$ cat config.mk
export PLATFORM = sky130hd
export DESIGN_NAME = lrgf_store
export DESIGN_NICKNAME = d
export VERILOG_FILES = /design/src/hdl/lrgf_store.sv
export SDC_FILE = /design/constraint.sdc
export NUM_CORES = 2
export LEC_CHECK = 0
export BUFFER_PORTS_ARGS = -buffer_cell sky130_fd_sc_hd__buf_2
export CAP_MARGIN = 20
export CORE_UTILIZATION = 30
export CTS_CLUSTER_SIZE = 16
export DETAILED_ROUTE_END_ITERATION = 16
export GPL_TIMING_DRIVEN = 0
export SLEW_MARGIN = 20
export SYNTH_ARGS = -nofsm -noshare
export SYNTH_HDL_FRONTEND = slang
export SYNTH_SLANG_ARGS = --single-unit
$ cat constraint.sdc
create_clock -name clk -period 8.3 [get_ports clk]
set_input_delay 2.49 -clock clk [delete_from_list [all_inputs] [get_ports clk]]
set_output_delay 2.49 -clock clk [all_outputs]
set_load 0.05 [all_outputs]
$ cat src/hdl/lrgf_store.sv
// Count store: one write port, one registered read port.
// Depends on nothing; contents are undefined until written.
module lrgf_store #(
	parameter int DEPTH  = 128,
	parameter int WIDTH  = 32,
	parameter int ADDR_W = 7
) (
	input  logic              clk,
	input  logic              wr_en,
	input  logic [ADDR_W-1:0] wr_addr,
	input  logic [WIDTH-1:0]  wr_data,
	input  logic              rd_en,
	input  logic [ADDR_W-1:0] rd_addr,
	output logic [WIDTH-1:0]  rd_data
);

	logic [WIDTH-1:0] mem_q [DEPTH];

	always_ff @(posedge clk) begin
		if (wr_en) begin
			mem_q[wr_addr] <= wr_data;
		end
	end

	always_ff @(posedge clk) begin
		if (rd_en) begin
			rd_data <= mem_q[rd_addr];
		end
	end

endmodule

==> results by stage <==
Outcome:
- The run finished with clean final reports.

Pwr:
- The sequential share of power is 52.4%.
- After layout, the design draws a total of 44.0 mW.
- The clock network burns 41.8% of the power.
- Internal power comes to 34.5 mW.
- The peak ir drop on the vdd network is 0.214 mV.
- The cell area power density is 237 nW/um2.
- In this run, the combinational gates consume 5.8% of the power.
- The net switching power is 9.54 mW.
- The fraction of power spent switching nets is 21.7%.
- The leakage power figure is 55.8 nW.

Timing:
- The final number of hold-violating endpoints is 0.
- The worst hold-check slack is 1310 ps.
- The final cycle utilization of the critical path is 74.2%.
- Setup repair after global routing left no endpoint under its margin.
- The achievable clock frequency is 162 MHz.
- The clock period could shrink to 6160 ps.
- Setup violations remaining at the end of the flow were counted as 0.
- The final total negative setup slack is 0 ps.
- The final number of max-transition violations is 0.
- The worst clock skew is 31.2 ps.
- At the pin with the least slew margin, the transition time is 1140 ps.
- The max-slew headroom at the worst pin is 24.1%.

Yosys:
- A synthesized cell averages 26.1 um2.
- In this run, synthesis produced a sequential element count of 4128.
- Sequential elements use 79.2% of the synthesized area.
- Summing every instance area after synthesis gives 157000 um2.
- The count of warnings emitted by yosys is 0.
- sky130_fd_sc_hd__edfxtp_1 is the most common cell in the netlist.
- After synthesis, the netlist uses 16 different library cells.
- Ranked by total cell area, the synthesized netlist is headed by sky130_fd_sc_hd__edfxtp_1, sky130_fd_sc_hd__mux4_2, sky130_fd_sc_hd__clkbuf_1, sky130_fd_sc_hd__nor2_1, sky130_fd_sc_hd__buf_2.
- Ranked by instance count, the synthesized netlist is headed by sky130_fd_sc_hd__edfxtp_1, sky130_fd_sc_hd__mux4_2, sky130_fd_sc_hd__clkbuf_1.
- Synthesis handed over a netlist of 5990 instances.
- The number of nets in the synthesized netlist is 6039.
- Of all cell types, the one taking the most synthesized area is sky130_fd_sc_hd__edfxtp_1.
- The fraction of post-synthesis cell area in the top cell type by area is 79.2%.
- The share of flip-flops with an asynchronous set or reset after synthesis is 0%.
- The most common flop cell mapped by yosys is sky130_fd_sc_hd__edfxtp_1.
- The number of enable flip-flop cells after synthesis is 4128.

Detailed routing:
- The via count is 71800.
- After detailed routing, the number of vias per cell comes to 5.09.
- After detailed routing, the number of remaining DRC violations is 0.
- The routed design has 426000 um of wire.
- The first TritonRoute pass finished after 5 iterations.
- The detailed router finished its first iteration with 9835 violations.
- The average wire per cell in the routed design is 30.2 um.
- The count of nets left with antenna violations once routing finished came out at 0.

Clock network:
- The later pin in the worst-skew pair is clocked with a latency of 970 ps.
- CTS saw 4128 sinks.
- The H-tree was split into 5 levels.
- The number of buffers added for setup after CTS is 0.
- After clock tree synthesis, the repair step resized 0 gates.
- After clock tree synthesis, the flow added hold-fix buffers numbering 0.
- The number of buffers added by the clock tree synthesis step is 409.
- The longest clock path from root to sink contains 4 buffers.
- The clock root buffer is sky130_fd_sc_hd__clkbuf_16.
- The register clock-pin slew on the reported worst setup and hold paths is 60 ps.
- The TritonCTS clock tree is yes.

Worst setup path:
- Along the worst path, the maximum fanout reaches 12.
- The critical path required time is 8990 ps.
- The arrival time at the worst endpoint is 6850 ps.
- The endpoint type of the worst setup path is a register.
- STA classifies the critical path startpoint as an input port.
- The worst setup path is of the input port to register kind.

Placement:
- After detailed placement, the total cell area comes to 172000 um2.
- Summed over all nets, the half-perimeter wirelength after detailed placement is 302000 um.
- During placement, the flow inserted port buffers numbering 69.
- The congestion estimate from routability-driven global placement came to 0.852.

Final layout:
- Of the cells placed in the final design, the portion with a size suffix greater than 1 is 35.6%.
- The cell area after layout is 186000 um2.
- Relative to the synthesized area, the layout overhead comes to 18.5%.
- The layout net count is 6755.

Floorplan:
- The floorplan step defined a core boundary enclosing 518000 um2.
- The number of primary I/O pins is 81.
- The floorplan step set the die height to 724 um.
- The initial utilization of the core area, before any placement, comes to 30.2%.
- In this run the horizontal extent of the chip is 724 um.
- Row generation in the floorplan step produced 264 rows.
- The die covers 525000 um2.

Global routing:
- Global routing consumed, over all layers together, 15.9% of the routing resources.
- The initial antenna violation count is 81.
- The overall overflow remaining after global route is 0.
- The first global-routing pass estimated 585000 um of wire.
- Entering global routing, the biggest net connects 113 pins.
- The number of global-route vias before repair came to 72700.

Job:
- Across the run, the number of max-cap violations was 0.

Worst hold path:
- In this run the worst hold path is classified as register to register.
## metrics by stage
stage	util (%)	std cells	setup slack [ps]
2_1_floorplan	-	5990	2570
3_3_place_gp	32.0	13000	-1030
3_5_place_dp	33.2	13200	1190
4_1_cts	35.7	14000	2220
5_1_grt	35.8	14100	2170
6_report	35.8	14100	2140
## metal layers
layer | global-route usage, % | vias up | routed length [um]
met4 | 5.64 | 18 | 16000
met2 | 25.6 | 3519 | 204000
met3 | 3.23 | 585 | 39300
met1 | 21.5 | 39600 | 167000
li1 | - | 28100 | -
met5 | 0 | - | 134
## critical path: stages
cell                       delay [ps]
sky130_fd_sc_hd__clkbuf_1         260
sky130_fd_sc_hd__buf_2            440
sky130_fd_sc_hd__clkbuf_2         420
sky130_fd_sc_hd__buf_16           210
sky130_fd_sc_hd__buf_1            660
sky130_fd_sc_hd__mux4_2           440
sky130_fd_sc_hd__mux4_2           600
sky130_fd_sc_hd__mux4_2           810
sky130_fd_sc_hd__mux2_2           430
## registers in the layout, indices dropped and copies added, names as in the netlist
name and flops:
mem_q 4096, rd_data 32
## layout by cell type, fill, tap and decap left out, types with 4 or more instances in the layout
| master | Yosys | layout |
|---|---|---|
| sky130_fd_sc_hd__clkinvlp_4 | 0 | 15 |
| sky130_fd_sc_hd__clkbuf_2 | 0 | 35 |
| sky130_fd_sc_hd__inv_16 | 0 | 5 |
| sky130_fd_sc_hd__buf_2 | 79 | 124 |
| sky130_fd_sc_hd__edfxtp_1 | 4128 | 4128 |
| sky130_fd_sc_hd__mux2_2 | 32 | 32 |
| sky130_fd_sc_hd__buf_6 | 2 | 41 |
| sky130_fd_sc_hd__clkbuf_16 | 0 | 417 |
| sky130_fd_sc_hd__nor2b_1 | 7 | 7 |
| sky130_fd_sc_hd__bufinv_16 | 0 | 42 |
| sky130_fd_sc_hd__buf_12 | 0 | 62 |
| sky130_fd_sc_hd__clkinv_8 | 0 | 6 |
| sky130_fd_sc_hd__buf_16 | 0 | 130 |
| sky130_fd_sc_hd__mux4_2 | 1344 | 1344 |
| sky130_fd_sc_hd__clkinv_4 | 0 | 4 |
| sky130_fd_sc_hd__nand3_1 | 12 | 12 |
| sky130_fd_sc_hd__nor2_4 | 0 | 119 |
| sky130_fd_sc_hd__buf_4 | 3 | 40 |
| sky130_fd_sc_hd__nor3_2 | 0 | 9 |
| sky130_fd_sc_hd__nand2_1 | 14 | 14 |
| sky130_fd_sc_hd__clkinv_1 | 0 | 91 |
| sky130_fd_sc_hd__clkinv_2 | 0 | 71 |
| sky130_fd_sc_hd__diode_2 | 0 | 143 |
| sky130_fd_sc_hd__inv_6 | 0 | 6 |
| sky130_fd_sc_hd__clkbuf_1 | 182 | 236 |
| sky130_fd_sc_hd__buf_1 | 50 | 39 |
## final cells by class
type	count	area, um2
tap	6916	8650
fill	46200	333000
buffer	316	1370
clock buffer	504	10800
clock inverter	245	2450
antenna	143	358
multi-input combinational	1546	32300
timing repair buffer	305	5720
sequential	4128	124000
## logic make-up (layout without fill, tap and decap cells)
logic type,after synthesis,count (layout),share of synthesized area (%)
DFF,4128,4128,79.2
buffers and inverters,316,1370,0.837
other,0,143,0
and+or+nand+nor,170,170,0.445
muxes,1376,1376,19.6
## power by group through the flow
| stage | combinational [mW] | clock [mW] | sequential, mW |
|---|---|---|---|
| after floorplan | 1.11 | 0 | 23.6 |
| after CTS | 2.56 | 18.6 | 23.1 |
| after global routing | 2.64 | 19.4 | 23.1 |
| after global placement | 2.39 | 0 | 23.5 |
| after detailed placement | 2.55 | 0 | 23.5 |
| final | 2.56 | 18.4 | 23.1 |
## worst paths after layout
path	startpoint	end	slack, ps	depth (start not counted)
setup / recovery	rd_addr[2]	rd_data[15]	2140	9
hold / removal	mem_q[24][7]	rd_data[7]	1310	4
setup reg to reg	mem_q[62][14]	rd_data[14]	5220	4
hold reg to reg	mem_q[24][7]	rd_data[7]	1310	4
Note: power is estimated with default switching activity, not from simulation.
