[config.mk]
export PLATFORM = sky130hd
export DESIGN_NAME = lrgf_front
export DESIGN_NICKNAME = d
export VERILOG_FILES = /design/src/hdl/lrgf_pkg.sv /design/src/hdl/lrgf_front.sv
export SDC_FILE = /design/constraint.sdc
export NUM_CORES = 1
export LEC_CHECK = 0
export BUFFER_PORTS_ARGS = -buffer_cell sky130_fd_sc_hd__clkbuf_2
export CORE_MARGIN = 2
export CORE_UTILIZATION = 47
export DETAILED_ROUTE_END_ITERATION = 10
export GPL_TIMING_DRIVEN = 0
export PLACE_DENSITY = 0.73
export SYNTH_ARGS = -nofsm -noshare
export SYNTH_HDL_FRONTEND = slang
export SYNTH_SLANG_ARGS = --single-unit
[constraint.sdc]
create_clock -name clk -period 6.4 [get_ports clk]
set_clock_uncertainty 0.2 [all_clocks]
set_input_delay 1.28 -clock clk [delete_from_list [all_inputs] [get_ports clk]]
set_output_delay 1.28 -clock clk [all_outputs]
set_load 0.005 [all_outputs]
[src/hdl/lrgf_pkg.sv]
// Shared types and constants for the low-rate bin gap finder.
// No dependencies; every other file of the block but the store uses this package.
package lrgf_pkg;

	localparam int MAX_BINS_DEF   = 128;
	localparam int COUNT_BITS_DEF = 32;
	localparam int RESULT_CAP     = 64;
	localparam int FACTOR_W       = 10;
	localparam int FRAC_W         = 8;
	localparam logic [FACTOR_W-1:0] FACTOR_RESET = 10'd179;

	typedef struct packed {
		logic [31:0] bin_count;
		logic        last_bin;
	} in_item_t;

	typedef struct packed {
		logic        has_interval;
		logic [6:0]  interval_start;
		logic [7:0]  interval_end;
		logic [31:0] mean_count;
		logic [32:0] threshold_count;
		logic        last_result;
	} out_item_t;

endpackage

[src/hdl/lrgf_front.sv]
// Front end: accepts bins, writes them to the store, keeps sum and counts.
// Depends on lrgf_pkg; pushes one job per series into the job queue.
module lrgf_front #(
	parameter int MAX_BINS   = lrgf_pkg::MAX_BINS_DEF,
	parameter int COUNT_BITS = lrgf_pkg::COUNT_BITS_DEF,
	parameter int ADDR_W     = $clog2(MAX_BINS),
	parameter int IDX_W      = $clog2(MAX_BINS + 1),
	parameter int SUM_W      = COUNT_BITS + $clog2(MAX_BINS)
) (
	input  logic                clk,
	input  logic                arst_n,
	input  logic                in_valid,
	output logic                in_ready,
	input  lrgf_pkg::in_item_t  in_item,
	input  logic                hold,
	output logic                wr_en,
	output logic [ADDR_W-1:0]   wr_addr,
	output logic [COUNT_BITS-1:0] wr_data,
	output logic                push,
	output logic [SUM_W-1:0]    job_sum,
	output logic [IDX_W-1:0]    job_n,
	output logic [IDX_W-1:0]    job_loaded
);
	import lrgf_pkg::*;

	logic [IDX_W-1:0] loaded_q;
	logic [IDX_W-1:0] nz_q;
	logic [SUM_W-1:0] sum_q;
	logic             accept;
	logic             room;
	logic             nonzero;
	logic [COUNT_BITS-1:0] count;

	assign in_ready = !hold;
	assign accept   = in_valid && in_ready;
	assign count    = COUNT_BITS'(in_item.bin_count);
	assign room     = loaded_q < IDX_W'(MAX_BINS);
	assign nonzero  = count != '0;

	assign wr_en   = accept && room;
	assign wr_addr = loaded_q[ADDR_W-1:0];
	assign wr_data = count;

	// next values of the series state, also what a last bin hands to the back end
	always_comb begin
		job_loaded = loaded_q;
		job_n      = nz_q;
		job_sum    = sum_q;
		if (room) begin
			job_loaded = loaded_q + 1'b1;
			if (nonzero) begin
				job_n   = nz_q + 1'b1;
				job_sum = sum_q + SUM_W'(count);
			end
		end
	end

	assign push = accept && in_item.last_bin;

	always_ff @(posedge clk or negedge arst_n) begin
		if (!arst_n) begin
			loaded_q <= '0;
			nz_q     <= '0;
			sum_q    <= '0;
		end else if (accept) begin
			if (in_item.last_bin) begin
				loaded_q <= '0;
				nz_q     <= '0;
				sum_q    <= '0;
			end else begin
				loaded_q <= job_loaded;
				nz_q     <= job_n;
				sum_q    <= job_sum;
			end
		end
	end

endmodule

==> results of run 1 <==
## flip-flops by register name, indices dropped and copies added, names as in the netlist
register and flops:
sum_q 39, loaded_q 8, nz_q 8
## worst paths after layout
check	to	from
max	job_sum[26]	in_item[17]
min	sum_q[38]$_DFFE_PN0P_	sum_q[38]$_DFFE_PN0P_
max reg2reg	sum_q[38]$_DFFE_PN0P_	sum_q[0]$_DFFE_PN0P_
min reg2reg	sum_q[38]$_DFFE_PN0P_	sum_q[38]$_DFFE_PN0P_
max in group asynchronous	nz_q[0]$_DFFE_PN0P_	arst_n
min in group asynchronous	sum_q[15]$_DFFE_PN0P_	arst_n
## layer usage
metal	vias to the layer above	part of all wire (%)	global-route usage (%)
li1	2500	-	-
met1	2437	42	34.30
met2	245	46	43.17
met3	31	9.1	4.498
met4	0	2.5	8.534
met5	-	0	0
## through the flow
| stage | hold WS [ns] | instances |
|---|---|---|
| global route | 0.3478 | 898 |
| global placement | 0.2885 | 890 |
| CTS | 0.3338 | 898 |
| detailed placement | 0.2998 | 890 |
| finish | 0.3349 | 898 |
| floorplan | 0.2687 | 622 |
## cell type report
type | count | area (µm²) | area share [%]
clock buffer | 5 | 68.82 | 1.160
timing repair buffer | 132 | 663.1 | 11.18
inverter | 12 | 45.04 | 0.7593
sequential | 55 | 1376 | 23.20
multi-input combinational | 488 | 3183 | 53.66
clock inverter | 3 | 27.53 | 0.4640
buffer | 67 | 397.9 | 6.707
tap | 136 | 170.2 | 2.869
## power groups by stage
stage / registers [µW] / clock network, µW / logic [µW]
final: 546 / 222 / 1360
after global routing: 561 / 237 / 1510
after CTS: 544 / 223 / 1350
after detailed placement: 551 / 0 / 1340
after global placement: 544 / 0 / 1310
after floorplan: 524 / 0 / 919
## worst reg2reg max path: cells and delay by family (launching register included)
family / cells / cell delay [ns]
AO/OA/AOI/OAI: 7 / 1.83
AND/OR/NAND/NOR: 2 / 0.24
flip-flops: 1 / 0.42
adder cells (fa/ha/maj): 2 / 0.66
## layout by cell type, fill, tap and decap left out, types with 3 or more instances in the layout
master and count:
o31ai_1 4, nand3_1 13, clkbuf_8 5, o21a_1 3, inv_1 12, or3_1 5, buf_1 3, a21oi_1 37
nand2_1 97, o2111ai_1 3, xor2_1 14, nor4_1 9, o21ai_0 58, a22o_1 29, a211oi_1 4, xnor2_1 35
o21bai_1 6, a21o_1 14, nand4_1 11, clkbuf_1 25, o221ai_1 6, o211ai_1 3, nor2b_1 5, nor3_1 12
nor2_1 43, mux2i_1 6, clkbuf_2 131, dfrtp_1 55, mux2_2 3, ha_1 34, nand2b_1 3, buf_4 39
## logic make-up after synthesis
logic type	after synthesis	share of synthesized area (%)
compound gates	190	26.14
xor+xnor	49	8.579
fa+ha+maj	35	8.905
buf+inv	79	8.854
flops	55	27.51
mux	9	1.876
simple gates	205	18.13
==> results.json, run 1 <==
{
  "status": "complete, no violations",
  "hold_class": "reg -> reg",
  "hold_violations": 0,
  "tightest_slew_ns": 0.8058,
  "gp_congestion": 0.9282,
  "fin_crit_ns": 5.981,
  "crit_fanout": 10,
  "ys_async_sr_fraction_pct": 100.0,
  "wl_um": 14920,
  "clock.fmax_ghz": 0.1672,
  "place_area_um2": 5836,
  "antenna_left": 0,
  "cp-end-kind": "output pin",
  "path_cells": "clkbuf_2, nor4_1, nand4_1, o21bai_1, clkbuf_1, clkbuf_1, buf_1, o21ai_0, clkbuf_2",
  "initial_core_util_pct": 48.45,
  "cts_buffer_depth": 2,
  "synth_cell_types": 55,
  "clockRootBuffer": "clkbuf_8",
  "synth_flop_cell": "dfrtp_1",
  "p_comb_share_pct": 63.8,
  "p_leak_uw": 0.002900,
  "critical_path_class": "in -> out",
  "antenna_found_initial": 0,
  "cts_resized": 0,
  "setup_slack_ns": 0.4190,
  "grt_setup_unrepaired": "false",
  "yosysSeqAreaShare_pct": 27.51,
  "cts.sink_count": 55,
  "slew_viol_final": 0,
  "setup_viol": 0,
  "synth_top_area_cell": "dfrtp_1",
  "p_per_area_nw_per_um2": 358.0,
  "grt-ovfl-total": 0,
  "switching_share_pct": 46.78,
  "pin_count": 134,
  "grt_pass1_vias": 4979,
  "ys_top_cells_by_area": "dfrtp_1 28%, ha_1 8.5%, nand2_1 7.3%",
  "arrival_ns": 4.50,
  "ys_ff_latch": 55,
  "post_cts_buffers": 0,
  "synth_common_cells": "97 x nand2_1, 58 x o21ai_0, 55 x dfrtp_1, 43 x nor2_1, 39 x buf_4",
  "clkTransAtPathRegs_ns": 0.12,
  "layout.nets": 833,
  "antenna_cells": 0,
  "seq_power_share_pct": 25.7,
  "syn_inst": 622,
  "r2r_cells": 11,
  "via_per_inst": 5.805,
  "num_vias": 5213,
  "routedWlPerCell_um": 16.61,
  "port_buffers": 132,
  "internal_power_uw": 1130,
  "grt_first_pass_wirelength_um": 24000,
  "r2r_slack_ns": 2.97,
  "drive_above_1_share_pct": 25.33,
  "yosysMostFrequentCell": "nand2_1",
  "p_total_uw": 2123,
  "area_delta_synth_final_pct": 18.58,
  "fillerInstances": 1010,
  "slew-limit-headroom_pct": 46.28,
  "drv_cap": 0,
  "dr.first_iter.drc_count": 356,
  "ctsHoldBuffers": 0,
  "syn_area_per_cell_um2": 8.042,
  "die_area_um2": 11480,
  "cts_tree": "done",
  "cp-start-kind": "primary input",
  "slowest_delay_ns": 0.54,
  "synth_top_cell_area_share_pct": 27.51,
  "totalNegativeSetupSlack_ns": 0,
  "synth-edff-count": 0,
  "min_path_cells": 2,
  "post-route-period-util_pct": 93.45,
  "cts_buffers": 5,
  "cp_top_family": "buffers and inverters",
  "cts_max_level": 2,
  "post-route-util_pct": 57.46,
  "netlist_area_um2": 5002,
  "track_usage_pct": 26.02,
  "fp.dieH_um": 107.2,
  "place_ws_ns": 0.4571,
  "irDropWorstVdd_mv": 0.1579,
  "drc": 0,
  "clock_power_share_pct": 10.5,
  "slowest_stage": "nor4_1",
  "hpwlAfterDp_um": 11510,
  "clock_latency_ns": 0.32,
  "syn_nets": 694,
  "worst-path-buf-inv": 5,
  "die_w_um": 107.2,
  "num_rows": 37,
  "stdcell_area_um2": 5932,
  "p_sw_uw": 993.4,
  "core_area_um2": 10320,
  "yosys_warnings": 0,
  "grt_max_degree": 56,
  "path_depth": 9,
  "dr.pass1.iters": 5,
  "required_ns": 4.92
}
Note: power is estimated with default switching activity, not from simulation.
==> run 2: changes to the inputs <==
- CTS_BUF_LIST: not set -> sky130_fd_sc_hd__clkbuf_4
==> results.json, run 2 (synthesized netlist as in run 1, its figures left out) <==
{
  "drive_above_1_share_pct": 25.33,
  "r2r_slack_ns": 2.94,
  "placedCellCount": 890,
  "timing.rr.start": "sum_q[0]$_DFFE_PN0P_",
  "antenna_found_initial": 0,
  "p_leak_uw": 0.002887,
  "place_area_um2": 5836,
  "stdcell_area_um2": 5901,
  "area_delta_synth_final_pct": 17.96,
  "wl_um": 14980,
  "gp_congestion": 0.9282,
  "die_area_um2": 11480,
  "cts_max_level": 2,
  "cts_resized": 0,
  "post-route-util_pct": 57.16,
  "num_rows": 37,
  "antenna_left": 0,
  "totalNegativeSetupSlack_ns": 0,
  "irDropWorstVdd_mv": 0.1552,
  "cts_buffers": 5,
  "seq_power_share_pct": 26.2,
  "slew-limit-headroom_pct": 45.90,
  "hpwlAfterDp_um": 11510,
  "die_w_um": 107.2,
  "critical_path_class": "in -> out",
  "tightest_slew_ns": 0.8116,
  "slew_viol_final": 0,
  "cp-end-kind": "output pin",
  "antenna_cells": 0,
  "drc": 0,
  "drv_cap": 0,
  "fillerInstances": 1015,
  "post_cts_buffers": 0,
  "p_per_area_nw_per_um2": 353.9,
  "layout.nets": 833,
  "ctsHoldBuffers": 0,
  "post-route-period-util_pct": 94.01,
  "stdcell_count": 898,
  "grt_first_pass_wirelength_um": 23990,
  "regMostFlops": "sum_q",
  "largest_reg_flops": 39,
  "p_comb_share_pct": 65.0,
  "num_vias": 5230,
  "p_sw_uw": 993.2,
  "grt_setup_unrepaired": "false",
  "required_ns": 4.92,
  "grt_pass1_vias": 4982,
  "fp.dieH_um": 107.2,
  "clock_power_share_pct": 8.9,
  "routedWlPerCell_um": 16.68,
  "hold_class": "reg -> reg",
  "cts_buffer_depth": 2,
  "cts.sink_count": 55,
  "final_common_cell": "clkbuf_2",
  "hold_path_end": "sum_q[38]$_DFFE_PN0P_",
  "final_cell_mix": "131 x clkbuf_2, 97 x nand2_1, 58 x o21ai_0, 55 x dfrtp_1, 43 x nor2_1",
  "dr.first_iter.drc_count": 421,
  "multi_input_area_um2": 3183,
  "grt-ovfl-total": 0,
  "initial_core_util_pct": 48.45,
  "fin_crit_ns": 6.016,
  "cp-start-kind": "primary input",
  "track_usage_pct": 26.00,
  "min_from": "sum_q[38]$_DFFE_PN0P_",
  "setup_viol": 0,
  "r2r_cells": 11,
  "dr.pass1.iters": 5,
  "crit_fanout": 10,
  "port_buffers": 132,
  "regArea_um2": 1376,
  "status": "complete, no violations",
  "clock_latency_ns": 0.41,
  "clockRootBuffer": "clkbuf_4",
  "via_per_inst": 5.824,
  "pin_count": 134,
  "clock.fmax_ghz": 0.1662,
  "internal_power_uw": 1095,
  "cts_tree": "done",
  "core_area_um2": 10320,
  "clkTransAtPathRegs_ns": 0.19,
  "min_path_cells": 2,
  "reg_top3": "sum_q x39, loaded_q x8, nz_q x8",
  "r2r-end": "sum_q[38]$_DFFE_PN0P_",
  "grt_max_degree": 56,
  "hold_violations": 0,
  "switching_share_pct": 47.56,
  "arrival_ns": 4.54
}
[run 2: cell counts in the layout (fill, tap and decap cells not counted)]
No cell type changed its count.
[run 2: power groups by stage]
stage	clock network (µW)	logic (µW)	registers [µW]
2_1_floorplan	0	919	524
3_3_place_gp	0	1310	544
3_5_place_dp	0	1340	551
4_1_cts	183	1350	543
5_1_grt	198	1510	560
6_report	186	1360	546
[run 2: worst max-delay path by stage]
stage                startpoint           to  slack [ns]  cells after the start
CTS                 in_item[17]  job_sum[26]        0.44                      9
global placement    in_item[17]  job_sum[26]        0.47                      9
detailed placement  in_item[17]  job_sum[26]        0.46                      9
finish              in_item[17]  job_sum[26]        0.38                      9
floorplan            in_item[1]  job_sum[26]        1.37                     11
global route        in_item[17]  job_sum[18]        0.18                     10
[run 2: worst max-delay path: stages]
cell and delay (ns):
clkbuf_2 0.11, nor4_1 0.55, nand4_1 0.30, o21bai_1 0.41
clkbuf_1 0.45, clkbuf_1 0.54, buf_1 0.47, o21ai_0 0.25
clkbuf_2 0.16
[run 2: final cells by class]
type | instances | share of cell area, %
flip-flops and latches | 55 | 23.32
clock inverters | 3 | 0.4665
multi-input cells | 488 | 53.94
clock buffers | 5 | 0.6361
repair buffers | 132 | 11.24
plain buffers | 67 | 6.743
inverters | 12 | 0.7634
well taps | 136 | 2.884
[run 2: per-layer routing]
layer  wire length [µm]  part of all wire, %  GRT usage, %  vias to the layer above
met5                  0                    0             0                        -
met4                316                  2.1         7.607                        0
met3               1312                  8.8         4.438                       25
met2               6909                   46         43.72                      235
met1               6440                   43         34.22                     2469
li1                   -                    -             -                     2501
[run 2: stage by stage]
| stage | total power [µW] | hold slack [ns] | worst slack [ns] |
|---|---|---|---|
| after detailed placement | 1892 | 0.2998 | 0.4571 |
| after global routing | 2268 | 0.3612 | 0.1803 |
| after CTS | 2076 | 0.3468 | 0.4387 |
| after floorplan | 1443 | 0.2687 | 1.371 |
| final | 2088 | 0.3445 | 0.3836 |
| after global placement | 1855 | 0.2885 | 0.4709 |
