## src/hdl/lrgf_pkg.sv

```systemverilog
// Shared types and constants for the low-rate bin gap finder.
// No dependencies; every other file of the block but the store uses this package.
package lrgf_pkg;

	localparam int MAX_BINS_DEF   = 128;
	localparam int COUNT_BITS_DEF = 32;
	localparam int RESULT_CAP     = 64;
	localparam int FACTOR_W       = 10;
	localparam int FRAC_W         = 8;
	localparam logic [FACTOR_W-1:0] FACTOR_RESET = 10'd179;

	typedef struct packed {
		logic [31:0] bin_count;
		logic        last_bin;
	} in_item_t;

	typedef struct packed {
		logic        has_interval;
		logic [6:0]  interval_start;
		logic [7:0]  interval_end;
		logic [31:0] mean_count;
		logic [32:0] threshold_count;
		logic        last_result;
	} out_item_t;

endpackage

```

## src/hdl/lrgf_back.sv

```systemverilog
// Back end: mean by shift-subtract divide, threshold, pipelined scan of the
// store and result output register. Depends on lrgf_pkg.
module lrgf_back #(
	parameter int MAX_BINS   = lrgf_pkg::MAX_BINS_DEF,
	parameter int COUNT_BITS = lrgf_pkg::COUNT_BITS_DEF,
	parameter int ADDR_W     = $clog2(MAX_BINS),
	parameter int IDX_W      = $clog2(MAX_BINS + 1),
	parameter int SUM_W      = COUNT_BITS + $clog2(MAX_BINS)
) (
	input  logic                         clk,
	input  logic                         arst_n,
	input  logic                         cfg_valid,
	output logic                         cfg_ready,
	input  logic [lrgf_pkg::FACTOR_W-1:0] cfg_data,
	input  logic                         job_valid,
	output logic                         job_pop,
	input  logic [SUM_W-1:0]             job_sum,
	input  logic [IDX_W-1:0]             job_n,
	input  logic [IDX_W-1:0]             job_loaded,
	output logic                         rd_en,
	output logic [ADDR_W-1:0]            rd_addr,
	input  logic [COUNT_BITS-1:0]        rd_data,
	output logic                         busy,
	output logic                         out_valid,
	input  logic                         out_ready,
	output lrgf_pkg::out_item_t          out_item
);
	import lrgf_pkg::*;

	localparam int CMP_W  = SUM_W + FACTOR_W;
	localparam int PROD_W = COUNT_BITS + IDX_W;
	localparam int TPR_W  = COUNT_BITS + FACTOR_W;
	localparam int THR_W  = TPR_W - FRAC_W;
	localparam int STEP_W = $clog2(SUM_W + 1);
	localparam int RC_W   = $clog2(RESULT_CAP + 1);

	localparam logic [2:0] ST_IDLE  = 3'd0;
	localparam logic [2:0] ST_DIV   = 3'd1;
	localparam logic [2:0] ST_MUL   = 3'd2;
	localparam logic [2:0] ST_SCAN  = 3'd3;
	localparam logic [2:0] ST_FLUSH = 3'd4;

	logic [2:0]          state_q;
	logic [FACTOR_W-1:0] factor_q;
	logic [IDX_W-1:0]    n_q;
	logic [IDX_W-1:0]    loaded_q;
	logic [SUM_W-1:0]    div_q;
	logic [IDX_W-1:0]    rem_q;
	logic [STEP_W-1:0]   step_q;
	logic [CMP_W-1:0]    rhs_q;
	logic [COUNT_BITS-1:0] mean_q;
	logic [THR_W-1:0]    thr_q;

	logic [IDX_W-1:0]    ptr_q;
	logic                issue_done_q;
	logic                v_s1, sent_s1;
	logic [IDX_W-1:0]    idx_s1;
	logic                v_s2, sent_s2;
	logic [IDX_W-1:0]    idx_s2;
	logic [PROD_W-1:0]   prod_s2;
	logic                in_run_q;
	logic [IDX_W-1:0]    run_start_q;
	logic                pend_v_q;
	logic [IDX_W-1:0]    pend_start_q;
	logic [IDX_W-1:0]    pend_end_q;
	logic [RC_W-1:0]     res_cnt_q;
	logic                out_v_q;
	out_item_t           out_q;

	logic [IDX_W:0]      rem_sh;
	logic [IDX_W:0]      rem_diff;
	logic                rem_ge;
	logic [COUNT_BITS-1:0] mean_nxt;
	logic [TPR_W-1:0]    thr_prod;
	logic [CMP_W-1:0]    lhs;
	logic                low, close_run, out_free, stall, adv, issue, sent_issue;
	logic                cap_hit, scan_done;
	logic                out_load;

	assign cfg_ready = 1'b1;
	assign busy      = state_q != ST_IDLE;
	assign job_pop   = (state_q == ST_IDLE) && job_valid;
	assign out_valid = out_v_q;
	assign out_item  = out_q;

	// one quotient bit per cycle
	assign rem_sh   = {rem_q, div_q[SUM_W-1]};
	assign rem_diff = rem_sh - {1'b0, n_q};
	assign rem_ge   = rem_sh >= {1'b0, n_q};

	assign mean_nxt = (n_q == '0) ? '0 : div_q[COUNT_BITS-1:0];
	assign thr_prod = TPR_W'(mean_nxt) * TPR_W'(factor_q);

	// a bin is low when count * n * 256 < sum * factor
	assign lhs       = CMP_W'({prod_s2, {FRAC_W{1'b0}}});
	assign low       = v_s2 && !sent_s2 && (lhs < rhs_q);
	assign close_run = v_s2 && in_run_q && !low;
	assign out_free  = !out_v_q || out_ready;
	assign stall     = close_run && pend_v_q && !out_free;
	assign adv       = (state_q == ST_SCAN) && !stall;
	assign issue     = adv && !issue_done_q;
	assign sent_issue = ptr_q == loaded_q;
	assign cap_hit   = close_run && (res_cnt_q == RC_W'(RESULT_CAP - 1));
	assign scan_done = adv && v_s2 && (sent_s2 || cap_hit);

	// the previous run is now known not to be the final one, or the flush loads the final result
	assign out_load = ((state_q == ST_SCAN) && adv && close_run && pend_v_q) ||
	                  ((state_q == ST_FLUSH) && out_free);

	assign rd_en   = issue && !sent_issue;
	assign rd_addr = ptr_q[ADDR_W-1:0];

	always_ff @(posedge clk or negedge arst_n) begin
		if (!arst_n) begin
			factor_q <= FACTOR_RESET;
		end else if (cfg_valid && cfg_ready) begin
			factor_q <= cfg_data;
		end
	end

	always_ff @(posedge clk or negedge arst_n) begin
		if (!arst_n) begin
			out_v_q <= 1'b0;
		end else if (out_load) begin
			out_v_q <= 1'b1;
		end else if (out_ready) begin
			out_v_q <= 1'b0;
		end
	end

	always_ff @(posedge clk or negedge arst_n) begin
		if (!arst_n) begin
			state_q      <= ST_IDLE;
			step_q       <= '0;
			issue_done_q <= 1'b0;
			v_s1         <= 1'b0;
			v_s2         <= 1'b0;
			in_run_q     <= 1'b0;
			pend_v_q     <= 1'b0;
			res_cnt_q    <= '0;
		end else begin
			case (state_q)
				ST_IDLE: begin
					if (job_valid) begin
						step_q  <= '0;
						state_q <= ST_DIV;
					end
				end
				ST_DIV: begin
					step_q <= step_q + 1'b1;
					if (step_q == STEP_W'(SUM_W - 1)) begin
						state_q <= ST_MUL;
					end
				end
				ST_MUL: begin
					issue_done_q <= 1'b0;
					v_s1         <= 1'b0;
					v_s2         <= 1'b0;
					in_run_q     <= 1'b0;
					pend_v_q     <= 1'b0;
					res_cnt_q    <= '0;
					state_q      <= ST_SCAN;
				end
				ST_SCAN: begin
					if (adv) begin
						if (issue && sent_issue) begin
							issue_done_q <= 1'b1;
						end
						v_s1 <= issue;
						v_s2 <= v_s1;
						if (low && !in_run_q) begin
							in_run_q <= 1'b1;
						end
						if (close_run) begin
							in_run_q  <= 1'b0;
							pend_v_q  <= 1'b1;
							res_cnt_q <= res_cnt_q + 1'b1;
						end
						if (scan_done) begin
							state_q <= ST_FLUSH;
						end
					end
				end
				ST_FLUSH: begin
					if (out_free) begin
						state_q <= ST_IDLE;
					end
				end
				default: begin
					state_q <= ST_IDLE;
				end
			endcase
		end
	end

	always_ff @(posedge clk) begin
		case (state_q)
			ST_IDLE: begin
				div_q    <= job_sum;
				rem_q    <= '0;
				n_q      <= job_n;
				loaded_q <= job_loaded;
				rhs_q    <= CMP_W'(job_sum) * CMP_W'(factor_q);
			end
			ST_DIV: begin
				rem_q <= rem_ge ? rem_diff[IDX_W-1:0] : rem_sh[IDX_W-1:0];
				div_q <= {div_q[SUM_W-2:0], rem_ge};
			end
			ST_MUL: begin
				mean_q <= mean_nxt;
				thr_q  <= thr_prod[TPR_W-1:FRAC_W];
				ptr_q  <= '0;
			end
			ST_SCAN: begin
				if (adv) begin
					if (issue) begin
						ptr_q <= ptr_q + 1'b1;
					end
					idx_s1  <= ptr_q;
					sent_s1 <= sent_issue;
					idx_s2  <= idx_s1;
					sent_s2 <= sent_s1;
					prod_s2 <= PROD_W'(rd_data) * PROD_W'(n_q);
					if (low && !in_run_q) begin
						run_start_q <= idx_s2;
					end
					if (close_run) begin
						pend_start_q <= run_start_q;
						pend_end_q   <= idx_s2;
						if (pend_v_q) begin
							out_q.has_interval    <= 1'b1;
							out_q.interval_start  <= 7'(pend_start_q);
							out_q.interval_end    <= 8'(pend_end_q);
							out_q.mean_count      <= 32'(mean_q);
							out_q.threshold_count <= 33'(thr_q);
							out_q.last_result     <= 1'b0;
						end
					end
				end
			end
			ST_FLUSH: begin
				if (out_free) begin
					out_q.has_interval    <= pend_v_q;
					out_q.interval_start  <= pend_v_q ? 7'(pend_start_q) : '0;
					out_q.interval_end    <= pend_v_q ? 8'(pend_end_q) : '0;
					out_q.mean_count      <= 32'(mean_q);
					out_q.threshold_count <= 33'(thr_q);
					out_q.last_result     <= 1'b1;
				end
			end
			default: begin
			end
		endcase
	end

endmodule

```

## config.mk

```make
export PLATFORM = sky130hd
export DESIGN_NAME = lrgf_back
export DESIGN_NICKNAME = d
export VERILOG_FILES = /design/src/hdl/lrgf_pkg.sv /design/src/hdl/lrgf_back.sv
export SDC_FILE = /design/constraint.sdc
export NUM_CORES = 2
export LEC_CHECK = 0
export ABC_AREA = 1
export BUFFER_PORTS_ARGS = -buffer_cell sky130_fd_sc_hd__buf_2
export CAP_MARGIN = 10
export CORE_MARGIN = 1
export CORE_UTILIZATION = 60
export CTS_CLUSTER_DIAMETER = 30
export DETAILED_ROUTE_END_ITERATION = 7
export GPL_TIMING_DRIVEN = 1
export PLACE_DENSITY = 0.78
export SLEW_MARGIN = 30
export SYNTH_ARGS = -nofsm -noshare
export SYNTH_HDL_FRONTEND = slang
export SYNTH_SLANG_ARGS = --single-unit
```

## constraint.sdc

```tcl
create_clock -name clk -period 13.1 [get_ports clk]
set_input_delay 1.31 -clock clk [delete_from_list [all_inputs] [get_ports clk]]
set_output_delay 1.31 -clock clk [all_outputs]
set_load 0.01 [all_outputs]
```

==> results.yml <==
outcome:
  status: "finished, final reports clean"
final_layout:
  areaGrowthSynthToFinish_pct: 9.40
  nets: 6393
  utilization_pct: 66.4
  drive_gt1_share_pct: 7.91
  layout_common_cells: "inv_1 (1260), nand2_1 (1183), fa_1 (711), nor2_1 (431), edfxtp_1 (347)"
  fin_area_sq_um: 49500
  final_common_cell: "inv_1"
logic_synthesis:
  yosysTopAreaCellShare_pct: 31.4
  synth_edf_count: 347
  ys_seq_elements: 379
  synthesis.nets: 6300
  yosysWarnings: 0
  synth_cells: 5219
  synthTopCellsByArea: "fa_1 (31%), edfxtp_1 (23%), inv_1 (10%)"
  yosysSeqAreaShare_pct: 24.8
  synthArstFlopShare_pct: 8.44
  synth_area_sq_um: 45300
  synthFlopType: "edfxtp_1"
  syn_area_per_cell_sq_um: 8.68
  synth_top_area_cell: "fa_1"
  synth_cell_types: 60
clock_network:
  root_buffer: "clkbuf_16"
  cts_buffer_depth: 3
  cts_max_level: 3
  cts_hold_buffers: 0
  clk_pin_slew_ns: 0.05
  post_cts_buffers: 0
  numCtsBuffers: 75
  clock-sinks: 379
  cts_resized: 0
  cts_tree: "done"
  clk_latency_ns: 0.64
timing:
  fin_skew_ns: 0.0380
  period_minus_slack_ns: 6.70
  post-route-period-util_pct: 51.2
  rsz0062_at_grt: "false"
  hold_viol: 0
  timing.fmax_ghz: 0.149
  setup_ws_ns: 6.40
  slew_viol_final: 0
  fin_setup_tns_ns: 0
  worstMarginPinSlew_ns: 1.04
  setup_viol: 0
  timing.slew.headroom_pct: 30.7
floorplanning:
  start_util_pct: 60.7
  num_rows: 100
  die_area_sq_um: 76600
  num_io_pins: 196
  fp.dieH_um: 277
  dieWidth_um: 277
  core_area_sq_um: 74600
power_and_ir_drop:
  switchingPower_mw: 5.49
  total_power_mw: 11.1
  pwr-share-comb_pct: 66.2
  p_leak_nw: 25.6
  clockPowerShare_pct: 18.1
  p_seq_share_pct: 15.7
  p_int_mw: 5.66
  sw_frac_of_total_pct: 49.2
  power-per-cell-area_nw_per_um2: 225
  vdd_drop_max_v: 0.000208
min_path:
  worstHoldPathType: "reg2reg"
  hold_end: "out_item[12]$_DFFE_PP_"
  min_path_cells: 0
  hold_start: "thr_q[11]$_DFFE_PP_"
worst_setup_path:
  worstSetupPathType: "reg2reg"
  crit_path_end_kind: "flip-flop"
  required_ns: 13.48
  slowest_delay_ns: 0.77
  worst-path-stages: 25
  crit_family: "adder cells"
  r2r_cells: 25
  r2r_start: "n_q[5]$_DFFE_PP_"
  cp-startpoint: "n_q[5]$_DFFE_PP_"
  critPathMostFrequentCell: "inv_1"
  r2r_end: "thr_q[32]$_DFFE_PP_"
  path_buf_inv: 7
  startpoint_type: "flip-flop"
  cp_slowest_cell: "nor2_1"
  arrival_ns: 7.08
  crit_fanout: 34
  rrSetupSlack_ns: 6.40
place:
  gp_congestion: 0.968
  place_area_sq_um: 46800
  pre_cts_slack_ns: 6.49
  post-dp-hpwl_um: 85700
  placement.io_buffers: 194
route:
  drtAntennaViolNets: 0
  routed_wl_um: 111000
  vias_per_cell: 5.41
  drc: 0
  first_pass_iters: 6
  drt_iter0_markers: 2575
  routed-via-count: 34334
  wl_per_cell_um: 17.5
job:
  cap_violations: 0
global_routing:
  overflow: 0
  grt_start_max_net_pins: 80
  grt_pass1_wl_um: 183000
  antenna_found_initial: 6
  grt_pass1_vias: 36529
  gr-usage-all-layers_pct: 30.1
Yosys cell counts (4+ instances only):
library cell and count:
nand3_2 4, nor2_2 4, o21ai_0 136, xor2_1 79, dfstp_2 5, o21a_1 13, nand2_2 18, inv_2 9
a31oi_1 45, nand3_1 58, dfrtp_1 27, nand4_1 19, ha_1 268, nor3_1 20, buf_2 16, o22ai_1 5
a21oi_2 4, xnor2_1 53, nand2_1 1185, edfxtp_1 347, clkbuf_2 18, a21oi_1 195, buf_1 9, nor4_1 10
o21ai_1 31, a211oi_1 5, fa_1 711, o211ai_1 6, nor2_1 436, a21o_1 11, o21bai_1 5, buf_4 10
clkbuf_1 149, inv_1 1265, o21ai_2 5
worst max path at each step:
stage                               end  slack (ns)
detailed placement  rhs_q[36]$_DFFE_PP_        6.49
floorplan           rhs_q[36]$_DFFE_PP_        7.09
CTS                 thr_q[27]$_DFFE_PP_        6.42
finish              thr_q[32]$_DFFE_PP_        6.40
global route        thr_q[28]$_DFFE_PP_        6.02
global placement    thr_q[27]$_DFFE_PP_        6.41
metrics by stage:
step	hold slack [ns]	instances
6_report	0.378	6347
5_1_grt	0.390	6346
4_1_cts	0.379	6344
3_5_place_dp	0.405	6204
3_3_place_gp	0.400	6204
2_1_floorplan	0.400	5219
layout make-up:
cell class	instances	area, sq um
Clock inverter	60	797
Clock buffer	80	1900
Antenna cell	3	7.51
Multi-Input combinational cell	3359	28400
Inverter	1277	4800
Fill cell	6019	25000
Tap cell	969	1210
Timing Repair Buffer	220	1170
Sequential cell	379	11200
power by group through the flow:
| stage | sequential, mW | combinational [mW] | clock, mW |
|---|---|---|---|
| final | 1.75 | 7.38 | 2.01 |
| after global routing | 1.75 | 8.31 | 2.09 |
| after CTS | 1.75 | 7.36 | 2.04 |
| after detailed placement | 1.77 | 7.30 | 0 |
| after global placement | 1.77 | 7.22 | 0 |
| after floorplan | 1.75 | 5.37 | 0 |
cells by family after synthesis:
kind of cell	synth area share (%)
adder cells (fa/ha/maj)	38.8
multiplexers	0.0470
flip-flops	24.8
AND/OR/NAND/NOR	15.4
buffers and inverters	12.5
AO/OA/AOI/OAI	5.90
XOR/XNOR	2.55
other	0.00828
per-layer routing:
metal  global-route usage, %  share of wire (%)
met3                    4.83                6.9
met1                    37.1                 39
met2                    52.8                 50
met5                       0              0.029
met4                    12.1                3.4
registers in the layout (all words and copies together) (netlist names), 10 cells and up:
register / count
div_q: 39
thr_q: 33
mean_q: 32
out_item: 82
factor_q: 10
rhs_q: 49
prod_s2: 40
Note: power is estimated with default switching activity, not from simulation.
