### src/hdl/lrgf_pkg.sv
// Shared types and constants for the low-rate bin gap finder.
// No dependencies; every other file of the block but the store uses this package.
package lrgf_pkg;

	localparam int MAX_BINS_DEF   = 128;
	localparam int COUNT_BITS_DEF = 32;
	localparam int RESULT_CAP     = 64;
	localparam int FACTOR_W       = 10;
	localparam int FRAC_W         = 8;
	localparam logic [FACTOR_W-1:0] FACTOR_RESET = 10'd179;

	typedef struct packed {
		logic [31:0] bin_count;
		logic        last_bin;
	} in_item_t;

	typedef struct packed {
		logic        has_interval;
		logic [6:0]  interval_start;
		logic [7:0]  interval_end;
		logic [31:0] mean_count;
		logic [32:0] threshold_count;
		logic        last_result;
	} out_item_t;

endpackage

### src/hdl/lrgf_job_q.sv
// Job queue between front and back end: one slot holding a finished series.
// Depends on lrgf_pkg for default widths only.
module lrgf_job_q #(
	parameter int IDX_W = $clog2(lrgf_pkg::MAX_BINS_DEF + 1),
	parameter int SUM_W = lrgf_pkg::COUNT_BITS_DEF + $clog2(lrgf_pkg::MAX_BINS_DEF)
) (
	input  logic             clk,
	input  logic             arst_n,
	input  logic             push,
	input  logic [SUM_W-1:0] push_sum,
	input  logic [IDX_W-1:0] push_n,
	input  logic [IDX_W-1:0] push_loaded,
	output logic             full,
	input  logic             pop,
	output logic [SUM_W-1:0] pop_sum,
	output logic [IDX_W-1:0] pop_n,
	output logic [IDX_W-1:0] pop_loaded
);

	logic             full_q;
	logic [SUM_W-1:0] sum_q;
	logic [IDX_W-1:0] n_q;
	logic [IDX_W-1:0] loaded_q;

	assign full       = full_q;
	assign pop_sum    = sum_q;
	assign pop_n      = n_q;
	assign pop_loaded = loaded_q;

	always_ff @(posedge clk or negedge arst_n) begin
		if (!arst_n) begin
			full_q <= 1'b0;
		end else if (push) begin
			full_q <= 1'b1;
		end else if (pop) begin
			full_q <= 1'b0;
		end
	end

	always_ff @(posedge clk) begin
		if (push) begin
			sum_q    <= push_sum;
			n_q      <= push_n;
			loaded_q <= push_loaded;
		end
	end

endmodule

### config.mk
export PLATFORM = sky130hd
export DESIGN_NAME = lrgf_job_q
export DESIGN_NICKNAME = d
export VERILOG_FILES = /design/src/hdl/lrgf_pkg.sv /design/src/hdl/lrgf_job_q.sv
export SDC_FILE = /design/constraint.sdc
export NUM_CORES = 1
export LEC_CHECK = 0
export BUFFER_PORTS_ARGS = -buffer_cell sky130_fd_sc_hd__buf_4
export CORE_ASPECT_RATIO = 2
export CORE_MARGIN = 2
export CORE_UTILIZATION = 36
export CTS_CLUSTER_SIZE = 24
export DETAILED_ROUTE_END_ITERATION = 8
export PLACE_DENSITY_LB_ADDON = 0.12
export SLEW_MARGIN = 10
export SYNTH_ARGS = -nofsm -noshare
export SYNTH_HDL_FRONTEND = slang
export SYNTH_SLANG_ARGS = --single-unit
### constraint.sdc
create_clock -name clk -period 0.8 [get_ports clk]
set_clock_uncertainty 0.2 [all_clocks]
set_input_delay 0.16 -clock clk [delete_from_list [all_inputs] [get_ports clk]]
set_output_delay 0.16 -clock clk [all_outputs]
set_load 0.01 [all_outputs]
==> impl_results.rst, run 1 <==
.. list-table::
   :header-rows: 1

   * - Metric
     - Value
   * - Worst EP required
     - 440 ps
   * - Via-to-Cell Ratio
     - 4.33
   * - Most common library cell in the layout ignoring fill and taps
     - buf_4
   * - Core Footprint
     - 4550 um2
   * - Maximum resistive drop on vdd
     - 0.00161 V
   * - Area of the die
     - 5290 um2
   * - Longest Clk Path Bufs
     - 2
   * - Register area
     - 1680 um2
   * - Residual DRC
     - 0
   * - Fraction of power spent switching nets
     - 0.191
   * - Critical setup path kind
     - reg2out
   * - Power Dens Cells
     - 2070 nW/um2
   * - Synth top area cells
     - edfxtp_1 98%, dfrtp_1 1.5%, a21o_1 0.44%
   * - Worst min-delay path category
     - in2reg
   * - Final critical delay including setup and external delays
     - 1210 ps
   * - Mux share of post-synthesis cell area
     - 0
   * - Buffers on Ports
     - 114
   * - Hold Slack
     - -164 ps
   * - Pre-CTS setup slack
     - -191 ps
   * - Routed via count
     - 1035
   * - Die boundary height
     - 101 um
   * - Maximum number of pins on one net before global-route repair
     - 23
   * - Final Non-Filler Cells
     - 239
   * - Portion of total power attributed to combinational logic
     - 0.142
   * - I/O pin count
     - 115
   * - Worst path bufs/invs
     - 1
   * - Sort of element at the end of the critical path
     - output port
   * - Routed WL
     - 3.43 mm
   * - Leakage power
     - 1.26 nW
   * - Global-route congestion overflow total
     - 0
   * - Finished Cell Area
     - 2970 um2
   * - Max incr delay on CP
     - 410 ps
   * - Number of different library cells in the post-synthesis netlist
     - 4
   * - ANT cells
     - 0
   * - Sequential fraction of the synthesis area
     - 0.993
   * - Number of buffers created by CTS
     - 5
   * - Cell taking the most area after synthesis
     - edfxtp_1
   * - Complex-gate fraction of the synthesized area
     - 0.00445
   * - Ordered cell list for the critical path
     - buf_6
   * - RSZ-0062 raised after global routing
     - true
   * - Main combinational cell family by area after synthesis
     - compound AO/OA/AOI/OAI gates
   * - Post-synthesis share of cell area spent on full adders, half adders and majority gates
     - 0
   * - Worst EP arrival
     - 850 ps
   * - Wire length of the first global-routing pass
     - 4.82 mm
   * - Wire length per cell after detailed routing
     - 14.3 um
   * - Floorplan row count
     - 35
   * - Top library cells by usage in the layout, fill and taps aside
     - 65 x buf_4, 55 x edfxtp_1, 49 x buf_6
   * - Remaining antenna violation count
     - 0
   * - Final setup violating endpoints
     - 57
   * - Max Cap Viol
     - 0
   * - Clk_lat worst skew
     - 290 ps
   * - Post-CTS setup buffers
     - 0
   * - Area of combinational cells with multiple inputs
     - 7.51 um2
   * - Antenna violations before repair
     - 0
   * - Area overhead of the layout relative to synthesis
     - 76.2%
   * - Clock power share
     - 0.278
   * - Root buf cell
     - clkbuf_8
   * - Startpoint types
     - register
   * - Count of hold buffers inserted by post-cts repair
     - 1
   * - Violations in the final reports
     - negative hold slack, negative setup slack
   * - Outcome
     - finished with violations
   * - Fraction of synthesized cell area in xor and xnor cells
     - 0
   * - Synthesized instance count
     - 58
   * - Top achievable clock speed
     - 0.829 GHz
   * - Cell area after technology mapping
     - 1690 um2
   * - Cell class contributing the biggest share of worst-path delay
     - flip-flops
   * - Number of fill cells
     - 347
   * - Total count of max-transition violations in the final report
     - 0
   * - Critical-path top delay cell
     - edfxtp_1
   * - Initial cell density of the core
     - 0.371
   * - Power spent charging and discharging nets
     - 1.18 mW
   * - Layout cells sized above 1
     - 0.674
   * - Clock transition at the registers of the reported paths
     - 90 ps
   * - Part of the power in registers
     - 0.580
   * - Area share of the leading cell type in the synthesized netlist
     - 0.979
   * - Count of TritonRoute iterations in the first routing pass
     - 4
   * - Half-perimeter wire length after detailed placement
     - 2.66 mm
   * - Placement Cell Area
     - 2670 um2
   * - Slew of the pin with the lowest slew margin
     - 119 ps
   * - Width of the chip
     - 52.4 um
   * - Final setup slack of the worst path
     - -406 ps
   * - Routability-driven placement congestion ratio
     - 0.666
   * - Critical Path Fanout Max
     - 1
   * - Hold violation total from the final report
     - 57
   * - H-tree depth
     - 2
   * - Average size of a mapped cell
     - 29.1 um2
   * - Yosys Warn Count
     - 0
   * - Slew Limit Headroom
     - 0.921
   * - Placed cell count
     - 230
   * - Power Internal
     - 4.99 mW
   * - Number of nets in the layout
     - 242
   * - # clock sinks
     - 56
   * - Post-synthesis sequential element count
     - 56
   * - Number of nets in the synthesized netlist
     - 117
   * - Post-synthesis simple-gate area fraction
     - 0
   * - Initial detailed-routing violation count
     - 10
   * - Vias in the first global route
     - 1028
   * - CTS tree
     - yes
   * - Global Route Usage Sum
     - 0.128
   * - Final worst-path cycle share
     - 1.51
state kept, by name, indices dropped and copies added (netlist names):
| name | flops |
|---|---|
| pop_sum | 39 |
| pop_loaded | 8 |
| full | 1 |
| pop_n | 8 |
cell usage after synthesis, drive strengths merged:
master	number
edfxtp	55
a21o	1
dfrtp	1
inv	1
logic make-up (layout without fill, tap and decap cells):
group,Yosys count,in the layout
AO/OA/AOI/OAI,1,1
buffers and inverters,1,127
flip-flops,56,56
layer usage:
layer,global-route usage,share of wire,vias up
li1,-,-,479
met1,0.126,0.32,476
met2,0.221,0.54,74
met3,0.0579,0.12,6
met4,0.0592,0.017,0
met5,0,0,-
what timing repair did:
action                                 in CTS  in global routing
cloned                                      0                  0
setup endpoints to repair                  57                 57
endpoints found under the hold margin      57                 57
resized for setup                          33                 16
stage by stage:
stage | power (mW) | utilization | TNS (ps)
final | 6.16 | 0.653 | -21070
after global routing | 6.43 | 0.653 | -23600
after CTS | 6.22 | 0.640 | -22070
after detailed placement | 4.38 | 0.587 | -13010
after global placement | 4.36 | 0.587 | -12190
after floorplan | 3.74 | - | -62.7
cell type report:
cell class,count,share of cell area
sequential,56,0.564
timing repair buffer,118,0.373
clock buffer,6,0.0244
tap,55,0.0231
clock inverter,2,0.0118
multi-input combinational,1,0.00252
inverter,1,0.00126
power groups by stage:
stage / Clock (mW) / Sequential, mW / Combinational [mW]
after global routing: 1.90 / 3.60 / 0.924
after detailed placement: 0 / 3.61 / 0.771
after CTS: 1.80 / 3.57 / 0.851
after global placement: 0 / 3.60 / 0.756
final: 1.71 / 3.58 / 0.873
after floorplan: 0 / 3.73 / 0.00353
worst paths after layout:
path / startpoint / endpoint / slack, ps / depth (start not counted)
worst max-delay path: pop_n[7] / pop_n[7] / -410 / 1
worst min-delay path: push_sum[37] / pop_sum[37] / -160 / 1
worst max register to register: full / full / -60 / 1
worst min register to register: full / full / 320 / 1
max in group asynchronous: arst_n / full / 350 / 2
min in group asynchronous: arst_n / full / -30 / 2
(Power assumes the default switching activity.)
==> inputs of run 2 (changes only) <==
--- a/config.mk
+++ b/config.mk
@@ -5,13 +5,16 @@
 export SDC_FILE = /design/constraint.sdc
 export NUM_CORES = 1
 export LEC_CHECK = 0
+export ABC_AREA = 1
 export BUFFER_PORTS_ARGS = -buffer_cell sky130_fd_sc_hd__buf_4
 export CORE_ASPECT_RATIO = 2
 export CORE_MARGIN = 2
 export CORE_UTILIZATION = 36
 export CTS_CLUSTER_SIZE = 24
 export DETAILED_ROUTE_END_ITERATION = 8
+export HOLD_SLACK_MARGIN = 0.08
 export PLACE_DENSITY_LB_ADDON = 0.12
+export RECOVER_POWER = 100
 export SLEW_MARGIN = 10
 export SYNTH_ARGS = -nofsm -noshare
 export SYNTH_HDL_FRONTEND = slang
==> run 2 against run 1 <==
- the flow still finishes with violations (negative hold slack, negative setup slack)
- die area up 0.21%
- worst hold slack better by 18 ps
- critical path depth unchanged
- count of clock-buffer cells in the layout up 2
- utilization down 1.1 points
- sequential power about the same
- via count up 1.2%
- register-to-register slack better by 50 ps
- highest routed layer unchanged
==> impl_results.rst, run 2 <==
.. list-table::
   :header-rows: 1

   * - Metric
     - Value
   * - Outcome
     - finished with violations
   * - Violations in the final reports
     - negative hold slack, negative setup slack
   * - Global Route Usage Sum
     - 0.140 (+0.0119)
   * - Buffers on Ports
     - 114 (unchanged)
   * - Cell area after technology mapping
     - 1690 um2 (+0.22%)
   * - Core Footprint
     - 4550 um2 (unchanged)
   * - Synthesized instance count
     - 60 (+3.4%)
   * - Most used flip-flop cell after synthesis
     - edfxtp_1
   * - H-tree depth
     - 2 (unchanged)
   * - Yosys Warn Count
     - 0 (unchanged)
   * - Number of nets in the layout
     - 245 (+1.2%)
   * - Worst path bufs/invs
     - 1 (unchanged)
   * - Sequential fraction of the synthesis area
     - 0.991 (-0.00220)
   * - Number of fill cells
     - 357 (+2.9%)
   * - Total count of max-transition violations in the final report
     - 0 (unchanged)
   * - Hold path startpoint
     - push_sum[18]
   * - Via-to-Cell Ratio
     - 4.33 (about the same)
   * - Reg2reg path depth
     - 2 (+1)
   * - Final critical delay including setup and external delays
     - 1220 ps (+8.88 ps)
   * - Initial cell density of the core
     - 0.371 (+0.000824)
   * - Wire length of the first global-routing pass
     - 5.21 mm (+8.2%)
   * - Startpoint types
     - register
   * - Number of flops mapped to enable cells by yosys
     - 55 (unchanged)
   * - Count of TritonRoute iterations in the first routing pass
     - 3 (-1)
   * - Global-route congestion overflow total
     - 0 (unchanged)
   * - Count of hold buffers inserted by post-cts repair
     - 1 (unchanged)
   * - Synth top area cells
     - edfxtp_1 98%, dfrtp_1 1.5%, inv_1 0.44%
   * - Sort of element at the end of the critical path
     - output port
   * - CTS tree
     - yes
   * - Floorplan row count
     - 35 (unchanged)
   * - Cell class contributing the biggest share of worst-path delay
     - flip-flops
   * - Average size of a mapped cell
     - 28.2 um2 (-3.1%)
   * - Register-to-register setup slack
     - -10 ps (+50 ps)
   * - Clk_lat worst skew
     - 300 ps (about the same)
   * - Maximum resistive drop on vdd
     - 0.00162 V (+0.52%)
   * - Final setup violating endpoints
     - 57 (unchanged)
   * - Residual DRC
     - 0 (unchanged)
   * - I/O pin count
     - 115 (unchanged)
   * - Power Dens Cells
     - 2000 nW/um2 (-3.6%)
   * - Maximum number of pins on one net before global-route repair
     - 21 (-8.7%)
   * - Slew Limit Headroom
     - 0.877 (-0.0439)
   * - ANT cells
     - 0 (unchanged)
   * - Ordered cell list for the critical path
     - buf_6
   * - Hold violation total from the final report
     - 57 (unchanged)
   * - Routed WL
     - 3.61 mm (+5.4%)
   * - Wire length per cell after detailed routing
     - 14.9 um (+4.1%)
   * - Worst EP required
     - 440 ps (about the same)
   * - Area of the die
     - 5300 um2 (+0.21%)
   * - Die boundary height
     - 101 um (+0.10%)
   * - Area overhead of the layout relative to synthesis
     - 72.9%
   * - Crit Reg-Reg Endpoint
     - full
   * - Layout cells sized above 1
     - 0.652 (-0.0215)
   * - Routed via count
     - 1047 (+1.2%)
   * - Routability-driven placement congestion ratio
     - 0.659 (-1.1%)
   * - # clock sinks
     - 56 (unchanged)
   * - Leakage power
     - 1.22 nW (-2.5%)
   * - Number of different library cells in the post-synthesis netlist
     - 4 (unchanged)
   * - Area share of the leading cell type in the synthesized netlist
     - 0.976 (-0.00217)
   * - Remaining antenna violation count
     - 0 (unchanged)
   * - Post-CTS setup buffers
     - 0 (unchanged)
   * - Root buf cell
     - clkbuf_8
   * - Slew of the pin with the lowest slew margin
     - 185 ps (+65.9 ps)
   * - Number of buffers created by CTS
     - 5 (unchanged)
   * - Reg2reg start
     - full
   * - Placed cell count
     - 233 (+1.3%)
   * - Worst EP arrival
     - 860 ps (about the same)
   * - Number of nets in the synthesized netlist
     - 119 (+1.7%)
   * - Min-Delay Path Depth
     - 1 (unchanged)
   * - Clock transition at the registers of the reported paths
     - 90 ps (about the same)
   * - Max incr delay on CP
     - 420 ps (about the same)
   * - Finished Cell Area
     - 2930 um2 (-1.6%)
   * - Initial detailed-routing violation count
     - 8 (-2)
   * - RSZ-0062 raised after global routing
     - true
   * - Async S/R FF share, synth
     - 0.0179 (unchanged)
   * - Most common library cell in the layout ignoring fill and taps
     - clkbuf_4
   * - Vias in the first global route
     - 1095 (+6.5%)
   * - Final setup slack of the worst path
     - -415 ps (-8.88 ps)
   * - Cell taking the most area after synthesis
     - edfxtp_1
   * - Top achievable clock speed
     - 0.823 GHz (-0.73%)
   * - Critical setup path kind
     - reg2out
   * - Most common cell in the netlist
     - edfxtp_1
   * - Final Non-Filler Cells
     - 242 (+1.3%)
   * - Hold Slack
     - -146 ps (+18.4 ps)
   * - Largest register FFs
     - 39 (unchanged)
   * - Top library cells by usage in the layout, fill and taps aside
     - 56 x clkbuf_4, 55 x edfxtp_1, 52 x buf_6
   * - Ranking of synthesized cells by instance count
     - 55 x edfxtp_1, 2 x inv_1, 2 x nand2_1
   * - Worst min-delay path category
     - in2reg
   * - Critical Path Fanout Max
     - 1 (unchanged)
   * - Placement Cell Area
     - 2680 um2 (+0.42%)
   * - Width of the chip
     - 52.5 um (+0.10%)
   * - Post-synthesis sequential element count
     - 56 (unchanged)
   * - Critical-path top delay cell
     - edfxtp_1
   * - Final worst-path cycle share
     - 1.52 (+0.0111)
   * - Max Cap Viol
     - 0 (unchanged)
   * - Longest Clk Path Bufs
     - 2 (unchanged)
   * - Hold Path End
     - pop_sum[18]
   * - Antenna violations before repair
     - 0 (unchanged)
run 2: changes by cell type after synthesis, sizes merged:
cell	before	now
a21o	1	0
inv	1	2
nand2	0	2
run 2: power by group:
group	internal [mW]	switching (mW)	leakage (nW)	total, mW
logic	0.551	0.293	0.636	0.844
registers	3.48	0.102	0.549	3.58
clock network	0.624	0.795	0.0395	1.42
total	4.65	1.19	1.22	5.84
run 2: cell type report:
cell class                 count  area [um2]  share of cell area
timing repair buffer         119        1080               0.371
multi-input combinational      2        7.51             0.00257
clock buffer                   8        80.1              0.0274
sequential                    56        1680               0.573
inverter                       2        7.51             0.00257
tap                           55        68.8              0.0235
run 2: layer usage:
layer,global-route usage,wire length [um],vias up
met2,0.242,2070,70
met1,0.140,1140,484
met3,0.0623,339,7
li1,-,-,486
met5,0,0,-
met4,0.0592,68,0
run 2: timing repair:
item,in CTS,in global routing
endpoints found under the setup margin,56,57
pin swaps,0,0
resized for setup,34,16
endpoints found under the hold margin,60,60
run 2: how the worst max path moves through the flow:
| stage | cells after the start | end | slack (ps) | from |
|---|---|---|---|---|
| floorplan | 2 | full | -5 | full |
| global placement | 2 | pop_sum[30] | -190 | push |
| detailed placement | 2 | pop_n[6] | -200 | push |
| CTS | 1 | pop_loaded[3] | -440 | pop_loaded[3] |
| global route | 1 | pop_sum[2] | -460 | pop_sum[2] |
| finish | 1 | pop_loaded[3] | -420 | pop_loaded[3] |
run 2: cells by family after synthesis:
group	after synthesis	synth area share
buf+inv	2	0.00444
simple gates	2	0.00444
flops	56	0.991
run 2: per-stage QoR:
step,setup TNS [ps],setup slack [ps],utilization,power (mW)
3_3_place_gp,-12580,-188,0.589,4.36
4_1_cts,-22170,-435,0.637,5.91
5_1_grt,-23640,-461,0.642,6.08
2_1_floorplan,-5.10,-5.10,-,3.74
6_report,-21210,-415,0.642,5.84
3_5_place_dp,-13600,-204,0.589,4.39
